==> config.mk <==
export PLATFORM = sky130hd
export DESIGN_NAME = lsc_scan
export DESIGN_NICKNAME = d
export VERILOG_FILES = /design/src/rtl/lsc_pkg.sv /design/src/rtl/lsc_scan.sv
export VERILOG_INCLUDE_DIRS = /design/src /design/src/rtl
export SDC_FILE = /design/constraint.sdc
export NUM_CORES = 1
export LEC_CHECK = 0
export BUFFER_PORTS_ARGS = -buffer_cell sky130_fd_sc_hd__buf_2
export CAP_MARGIN = 20
export CORE_MARGIN = 2
export CORE_UTILIZATION = 40
export CTS_BUF_LIST = sky130_fd_sc_hd__clkbuf_4 sky130_fd_sc_hd__clkbuf_8 sky130_fd_sc_hd__clkbuf_16
export CTS_CLUSTER_DIAMETER = 40
export CTS_CLUSTER_SIZE = 28
export DETAILED_ROUTE_END_ITERATION = 10
export PLACE_DENSITY = 0.72
export SYNTH_ARGS = -nofsm -noshare
export SYNTH_HDL_FRONTEND = slang
export SYNTH_SLANG_ARGS = --single-unit
==> constraint.sdc <==
create_clock -name clk -period 4.9 [get_ports clk]
set_input_delay 0.98 -clock clk [delete_from_list [all_inputs] [get_ports clk]]
set_output_delay 0.98 -clock clk [all_outputs]
set_load 0.1 [all_outputs]
==> src/rtl/lru_slot_cache_defines.svh <==
// assertion macros shared by the rtl
`ifndef LRU_SLOT_CACHE_DEFINES_SVH
`define LRU_SLOT_CACHE_DEFINES_SVH

`ifndef SYNTHESIS
// checked property, off while reset is high
`define LSC_ASSERT(lbl, prop, msg) \
  lbl: assert property (@(posedge clk) disable iff (rst) prop) else $error(msg);
// checked property, also during reset
`define LSC_ASSERT_ALWAYS(lbl, prop, msg) \
  lbl: assert property (@(posedge clk) prop) else $error(msg);
`else
`define LSC_ASSERT(lbl, prop, msg)
`define LSC_ASSERT_ALWAYS(lbl, prop, msg)
`endif

`endif

==> src/rtl/lsc_pkg.sv <==
`default_nettype none

package lsc_pkg;

  localparam int ENTRIES  = 2048;
  localparam int TAG_BITS = 16;
  localparam int CODE_W   = 16;
  localparam int SLOT_W   = 11;
  localparam int CAP_W    = 12;
  localparam int ADDR_W   = $clog2(ENTRIES);
  localparam int CNT_W    = $clog2(ENTRIES + 1);
  // width wide enough to compare capacity against counts
  localparam int CW       = (CNT_W > CAP_W) ? CNT_W : CAP_W;

  localparam logic [CAP_W-1:0] CAP_RESET = CAP_W'(2048);

  typedef struct packed {
    logic [TAG_BITS-1:0] tag;
    logic [ADDR_W-1:0]   slot;
  } entry_t;

  typedef struct packed {
    logic              we;
    logic [ADDR_W-1:0] waddr;
    entry_t            wdata;
    logic [ADDR_W-1:0] raddr;
  } mem_req_t;

endpackage

`default_nettype wire

==> src/rtl/lsc_scan.sv <==
`default_nettype none

`include "lru_slot_cache_defines.svh"

module lsc_scan
  import lsc_pkg::*;
(
  input  wire logic              clk,
  input  wire logic              rst,
  input  wire logic [CAP_W-1:0]  capacity,
  input  wire logic              start,
  input  wire logic [CODE_W-1:0] code,
  output logic                   ready,
  output logic                   res_valid,
  input  wire logic              res_take,
  output logic [SLOT_W-1:0]      res_slot,
  output logic                   res_fill,
  output mem_req_t               req,
  input  var  entry_t            rdata
);

  typedef enum logic [4:0] {
    S_IDLE  = 5'b00001,
    S_READ  = 5'b00010,
    S_CMP   = 5'b00100,
    S_TAIL  = 5'b01000,
    S_FRONT = 5'b10000
  } state_t;

  state_t               state, state_next;
  logic [TAG_BITS-1:0]  tag;
  logic [CNT_W-1:0]     live;
  logic [CNT_W-1:0]     idx;
  logic [CNT_W-1:0]     idx_inc;
  logic [CNT_W-1:0]     fill_count;
  logic                 room;
  logic                 need_fill;
  entry_t               carry;
  entry_t               front;

  logic [CW-1:0]        cap_eff;
  logic [CW-1:0]        fill_ext;
  logic [CW-1:0]        live_calc;
  logic [TAG_BITS-1:0]  tag_in;
  logic                 hit;
  logic                 last;

  assign tag_in  = TAG_BITS'(code);
  assign idx_inc = idx + CNT_W'(1);
  assign hit     = (rdata.tag == tag);
  assign last    = (idx_inc == live);

  always_comb begin
    cap_eff = CW'(capacity);
    if (capacity == '0) begin
      cap_eff = CW'(1);
    end else if (CW'(capacity) > CW'(ENTRIES)) begin
      cap_eff = CW'(ENTRIES);
    end
    fill_ext  = CW'(fill_count);
    live_calc = (fill_ext < cap_eff) ? fill_ext : cap_eff;
  end

  always_comb begin
    state_next = state;
    unique case (state)
      S_IDLE: begin
        if (start) begin
          state_next = (live_calc == '0) ? S_FRONT : S_READ;
        end
      end
      S_READ: begin
        state_next = S_CMP;
      end
      S_CMP: begin
        if (hit) begin
          state_next = S_FRONT;
        end else if (last) begin
          state_next = room ? S_TAIL : S_FRONT;
        end else begin
          state_next = S_READ;
        end
      end
      S_TAIL: begin
        state_next = S_FRONT;
      end
      S_FRONT: begin
        if (res_take) begin
          state_next = S_IDLE;
        end
      end
      default: state_next = S_IDLE;
    endcase
  end

  // memory port: entry idx takes the previous entry as the scan moves on
  always_comb begin
    req.we    = 1'b0;
    req.waddr = idx[ADDR_W-1:0];
    req.wdata = carry;
    req.raddr = idx[ADDR_W-1:0];
    unique case (state)
      S_CMP: begin
        req.we = (idx != '0);
      end
      S_TAIL: begin
        req.we    = 1'b1;
        req.waddr = idx_inc[ADDR_W-1:0];
      end
      S_FRONT: begin
        req.we    = 1'b1;
        req.waddr = '0;
        req.wdata = front;
      end
      default: req.we = 1'b0;
    endcase
  end

  always_ff @(posedge clk) begin
    if (rst) begin
      state      <= S_IDLE;
      fill_count <= '0;
    end else begin
      state <= state_next;
      if (state == S_IDLE && start && live_calc == '0) begin
        fill_count <= fill_count + CNT_W'(1);
      end
      if (state == S_CMP && !hit && last && room) begin
        fill_count <= fill_count + CNT_W'(1);
      end
    end
  end

  always_ff @(posedge clk) begin
    unique case (state)
      S_IDLE: begin
        if (start) begin
          tag       <= tag_in;
          live      <= CNT_W'(live_calc);
          room      <= (fill_ext < cap_eff);
          idx       <= '0;
          need_fill <= 1'b1;
          front     <= '{tag: tag_in, slot: fill_count[ADDR_W-1:0]};
        end
      end
      S_CMP: begin
        if (hit) begin
          front     <= rdata;
          need_fill <= 1'b0;
        end else begin
          carry <= rdata;
          if (last) begin
            // miss: new slot when there is room, else reuse the victim's slot
            front.tag  <= tag;
            front.slot <= room ? fill_count[ADDR_W-1:0] : rdata.slot;
          end else begin
            idx <= idx_inc;
          end
        end
      end
      default: begin
      end
    endcase
  end

  assign ready     = (state == S_IDLE);
  assign res_valid = (state == S_FRONT);
  assign res_slot  = SLOT_W'(front.slot);
  assign res_fill  = need_fill;

  `LSC_ASSERT(a_fill_bound, fill_count <= CNT_W'(ENTRIES), "fill count beyond entry count")
  `LSC_ASSERT(a_idx_live, (state == S_CMP) |-> (idx < live), "scan index past live entries")
  `LSC_ASSERT(a_hit_keeps_fill, (state == S_CMP && hit) |=> $stable(fill_count),
              "hit changed fill count")
  `LSC_ASSERT(a_start_busy, (state == S_IDLE && start) |=> (state != S_IDLE),
              "accepted word left block idle")

endmodule

`default_nettype wire

After elaboration in Yosys (flattened, before gate mapping)
Index checks and enable logic that the tools add are counted.

Register bits after elaboration: 113. Output and inout bits: 64. Input port bits: 59. Logic and storage cells: 74.

Order comparisons: 2. Bitwise gates (word level): 1. Equality and inequality tests: 13. $add $sub $neg: 2. Muxes and demuxes: 27. Reduce and logical (&&, ||, !) cells: 18.

Operators by type and width (number): $mux W27 (4); $mux W12 (8); $pmux W27 S2 (1); $mux W5 (6); $pmux W5 S5 (1); $add A12 B1 Y12 const B (2); $logic_not A12 Y1 (2); $pmux W12 S2 (1); $pmux W11 S2 (1); $eq A16 B16 Y1 (1); $eq A12 B12 Y1 (1); $gt A12 B12 Y1 const B (1); $lt A12 B12 Y1 (1); $reduce_bool A12 Y1 (1); $mux W11 (1); $ne A2 B2 Y1 const B (4); $reduce_and A2 Y1 (3); $reduce_and A3 Y1 (2); $eq A5 B1 Y1 const B (1); $eq A5 B2 Y1 const B (1); $eq A5 B3 Y1 const B (1); $eq A5 B4 Y1 const B (1); $eq A5 B5 Y1 const B (1); $logic_and A1 B1 Y1 (5); other kinds (9) (12).

Longest topological paths before layout
Word-level depth: 9. Gate-level depth with buffers: 12. Mapped depth without buffers: 10.

Worst setup path after synthesis
Ideal clock, no wire load.

Path type: flip-flop to flip-flop. Start: register state[4]. End: register front[11] (netlist name), enable pin. Library setup time: 0.452 ns. Slack: -1.193 ns. Buffers on the path: 0. Clock period less this slack: 6.093 ns. Stages on the path, launching flop included: 5. Data arrival time: 5.640 ns. Path through: dfxtp_1 -> or3_1 -> nor3b_1 -> nand2_1 -> a21boi_0.

Longest elaborated chain between the ends: 3. Elaborated cells between the ends (all ways): 6. Classes of those cells: eq/ne (4); reduce/logical (2).

Ends and longest elaborated chain: start, declared (RTL line lsc_scan.sv:30) `state_t state, state_next;`; start signal, assigned (RTL line lsc_scan.sv:124) `state <= state_next;`; $eq A5 B1 Y1 *; net ready (RTL line lsc_scan.sv:13) `output logic ready,`; $ne A2 B2 Y1 (no source line) or $reduce_bool A2 Y1 (tied branches); $reduce_and A3 Y1 (no source line) *; end signal, assigned (RTL line lsc_scan.sv:143) `front <= '{tag: tag_in, slot: fill_count[ADDR_W-1:0]};`; end signal, assigned (RTL line lsc_scan.sv:148) `front <= rdata;`; end, declared (RTL line lsc_scan.sv:39) `entry_t front;`.

Mark *: on every way through the listed nets, which the timed path passes. The rest lies on a longest branch. A chain may end at the register's enable or synchronous reset.

Worst setup path in the final report
Start: register idx[0]. End: register front[26] (netlist name), enable pin.

Longest elaborated chain between the ends: 4.

Ends and longest elaborated chain: start, declared (RTL line lsc_scan.sv:33) `logic [CNT_W-1:0] idx;`; start signal, assigned (RTL line lsc_scan.sv:157) `idx <= idx_inc;`; $add A12 B1 Y12 (RTL line lsc_scan.sv:49) `assign idx_inc = idx + CNT_W'(1);`; $eq A12 B12 Y1 (RTL line lsc_scan.sv:51) `assign last = (idx_inc == live);`; $ne A3 B3 Y1 (no source line); $reduce_and A3 Y1 (no source line).

No other way between the ends.

==> results.md <==
* Run status: finished clean
* Ant. Diodes at 0
* Post-route insts no fill at between 900 and 1000
* Post-route cell area at about 7500 sq um
* Slowest Stage Delay on Critical Path at about 640 ps
* Core area at approximately 15000 sq um
* Global-route wire length before repair at roughly 24000 microns
* Routed vias at roughly 4900
* GRT overflow at 0
* Post-DP Area at approximately 6900 sq um
* Final hold viol count at 0
* Cell Pwr Density at around 420 nW/um^2
* IO Pins at about 120
* Final worst slack at 1198 ps
* # resized after CTS at 0
* Synth top area share at a little under half
* Clock skew at approximately 10 ps
* P&R area growth vs syn at 20.10%
* Clock transition at path regs at roughly 50 ps
* Initial core utilization at ~41%
* CP cell instances: ha_1, nand3_1, mux2i_1, a2111oi_2, nand4b_1, or3b_1, o21ai_0, a21boi_4, buf_4
* Total negative slack at 0 ps
* Routed wire per std cell at 16.24 microns
* Async set-reset flop share out of synthesis at 0%
* Final Wtd Congestion at 0.8958
* Slowest cell on the critical path: or3b_1
* Cell taking the most area after synthesis: edfxtp_1
* Mapped Area at around 6200 sq um
* Clock Sinks at 113
* EDFF count, synth at 96
* DRC Markers at 0
* Ys Warns at 0
* Syn_area_per_cell at between 9 and 10 sq um
* Drt first pass iters at 5
* CTS tree: yes
* Worst-Skew Late Latency at 420 ps
* Root Buffer: clkbuf_16
* Max Fclk at 270.1 MHz
* Synth top area cells: edfxtp_1 46%, nand2_1 10%, dfxtp_1 5.5%
* Die H at roughly 130 microns
* Die X at about 130 microns
* Synth cell types at 58
* Post-CTS Setup Repair Bufs at 0
* Relative max-transition margin at 44.10%
* Hold_buf cts at 0
* Num CTS Buffers at 17
* CP bufs+invs at 1
* Crit path time final at roughly 3700 ps
* H-tree depth at 4
* HPWL Detailed at 10670 microns
* Worst Max-Slew Pin Slew at around 840 ps
* Die ar. at 16620 sq um
* Top Family by Delay on Critical Path: simple AND/OR/NAND/NOR gates
* Total GRT Usage at between 10% and 20%
* Synthesis-stage register bit count at 113
* Post-Route WL at 15090 microns
* Levels on crit path at 9
* Worst path arrival time at ~3800 ps
* Nets at 801
* Ys flop type: edfxtp_1
* FF-to-FF path depth at 9
* Synth Net Count at a little over 700
* Worst VDD drop at ~0.29 mV
* Longest Clk Path Bufs at 2
* Post-DR vias/cell at approximately 5.2
* Initial antenna violation count at 0
* Maxcap violations at 0
* RSZ-0062 raised after global routing: no
* Largest net degree at the start of global routing at 33
* Setup WS pre-CTS at roughly 1000 ps
* Placed cell count at roughly 900
* Tot Pwr at ~3200 uW
* Site Rows at 45
* 1st-iter DRT viols at slightly below 400
* Crit Path Class: reg -> reg
* CP required at 4970 ps
* Number of global-route vias before repair at 4667
* Final Max Tran Viols at 0
* # setup viols final at 0
* Share of cells above drive strength 1 at about a quarter
* Mapped Cells at between 600 and 700
* Register area share after synthesis at 51.63%
* # port buffers at around 120
* Final ANT Viol Nets at 0
* Crit Path Max Fanout at 27
* Leakage at between 0.003 and 0.004 uW
* Worst Setup End Kind: register
* Hold crit path type: reg -> reg
* Setup crit start kind: register
* Worst hold path depth at 1
* Period utilization at 75.56%
==> worst reg2reg max path, cell delays in order, from the launching register on <==
cell       delay [ps]
edfxtp_1          510
ha_1              340
nand3_1           190
mux2i_1           180
a2111oi_2         370
nand4b_1          170
or3b_1            640
o21ai_0           370
a21boi_4          220
buf_4             360
==> power by group <==
group          internal [uW]  leakage [uW]  switching [uW]  total [uW]
clock network            832      0.000292             437        1270
logic                    160       0.00175             532         692
registers               1150       0.00105            77.9        1220
total                   2140       0.00309            1050        3180
==> cell usage after synthesis (3+ instances only) <==
library cell	number
o211ai_1	5
o31ai_1	6
buf_6	3
nand4_1	8
buf_4	23
inv_1	21
nand2b_1	5
nor2b_1	3
xnor2_1	9
o21ai_0	37
xor2_1	24
nor3_1	7
nand3_1	14
nor4_1	19
nor2_1	41
a21oi_1	11
mux2_1	4
and3_1	4
or3_1	3
nand2_1	169
and2_1	3
ha_1	14
mux2_2	16
edfxtp_1	96
buf_2	6
or4_1	3
dfxtp_1	17
clkbuf_1	22
==> flip-flops by register name, summed over array words and instances, names as in the netlist <==
name and flops:
idx 12, live 12, state 5, front 16, res_slot 11, room 1, carry 27, res_fill 1
tag 16, fill_count 12
==> layout by cell type (no fill, tap or decap), drive strengths merged, types with 3 or more instances in the layout <==
cell / instances
a2111oi: 3
a21oi: 11
and2: 3
and3: 6
buf: 129
bufinv: 3
clkbuf: 20
clkinv: 3
clkinvlp: 4
dfxtp: 17
edfxtp: 96
ha: 14
inv: 23
mux2: 20
nand2: 170
nand2b: 5
nand3: 15
nand4: 8
nor2: 41
nor2b: 3
nor3: 7
nor4: 21
o211ai: 5
o21ai: 37
o31ai: 6
o41ai: 3
or3: 3
or4: 3
xnor2: 10
xor2: 24
==> per-layer routing <==
| layer | routed length (microns) | track usage, % | vias to the layer above |
|---|---|---|---|
| met5 | 0 | 0 | - |
| met4 | 473 | 9.655 | 0 |
| li1 | - | - | 2411 |
| met3 | 862 | 4.200 | 34 |
| met2 | 7463 | 31.06 | 154 |
| met1 | 6288 | 22.55 | 2271 |
==> per-stage QoR <==
stage / utilization [%] / hold WS [ps]
finish: 49.32 / 549.3
CTS: 49.32 / 546.0
global route: 49.32 / 577.2
detailed placement: 45.26 / 529.1
floorplan: - / 489.3
global placement: 45.08 / 526.2
==> layout make-up <==
| class | instances | area, sq um |
|---|---|---|
| Sequential cell | 113 | 3223 |
| Tap cell | 188 | 235.2 |
| Clock inverter | 12 | 156.4 |
| Fill cell | 1353 | 7705 |
| Inverter | 21 | 78.83 |
| Timing Repair Buffer | 129 | 698.2 |
| Clock buffer | 20 | 460.4 |
| Multi-Input combinational cell | 446 | 2645 |
==> path summary, 6_finish.rpt <==
kind,start,to,slack (ps)
min,state[0]$_SDFFE_PP1P_,state[2]$_SDFFE_PP0P_,550
min reg2reg,state[0]$_SDFFE_PP1P_,state[2]$_SDFFE_PP0P_,550
max,idx[0]$_SDFFCE_PN0P_,front[26]$_DFFE_PP_,1200
max reg2reg,idx[0]$_SDFFCE_PN0P_,front[26]$_DFFE_PP_,1200
==> logic make-up (layout without fill, tap and decap cells) <==
| group | after synthesis | count (layout) | share of synthesized area (%) |
|---|---|---|---|
| flip-flops | 113 | 113 | 51.63 |
| adder cells (fa/ha/maj) | 14 | 14 | 2.806 |
| AND/OR/NAND/NOR | 294 | 294 | 21.43 |
| multiplexers | 22 | 22 | 3.929 |
| XOR/XNOR | 36 | 36 | 5.632 |
| buffers and inverters | 75 | 182 | 6.374 |
| AO/OA/AOI/OAI | 80 | 80 | 8.198 |
(Power assumes the default switching activity.)
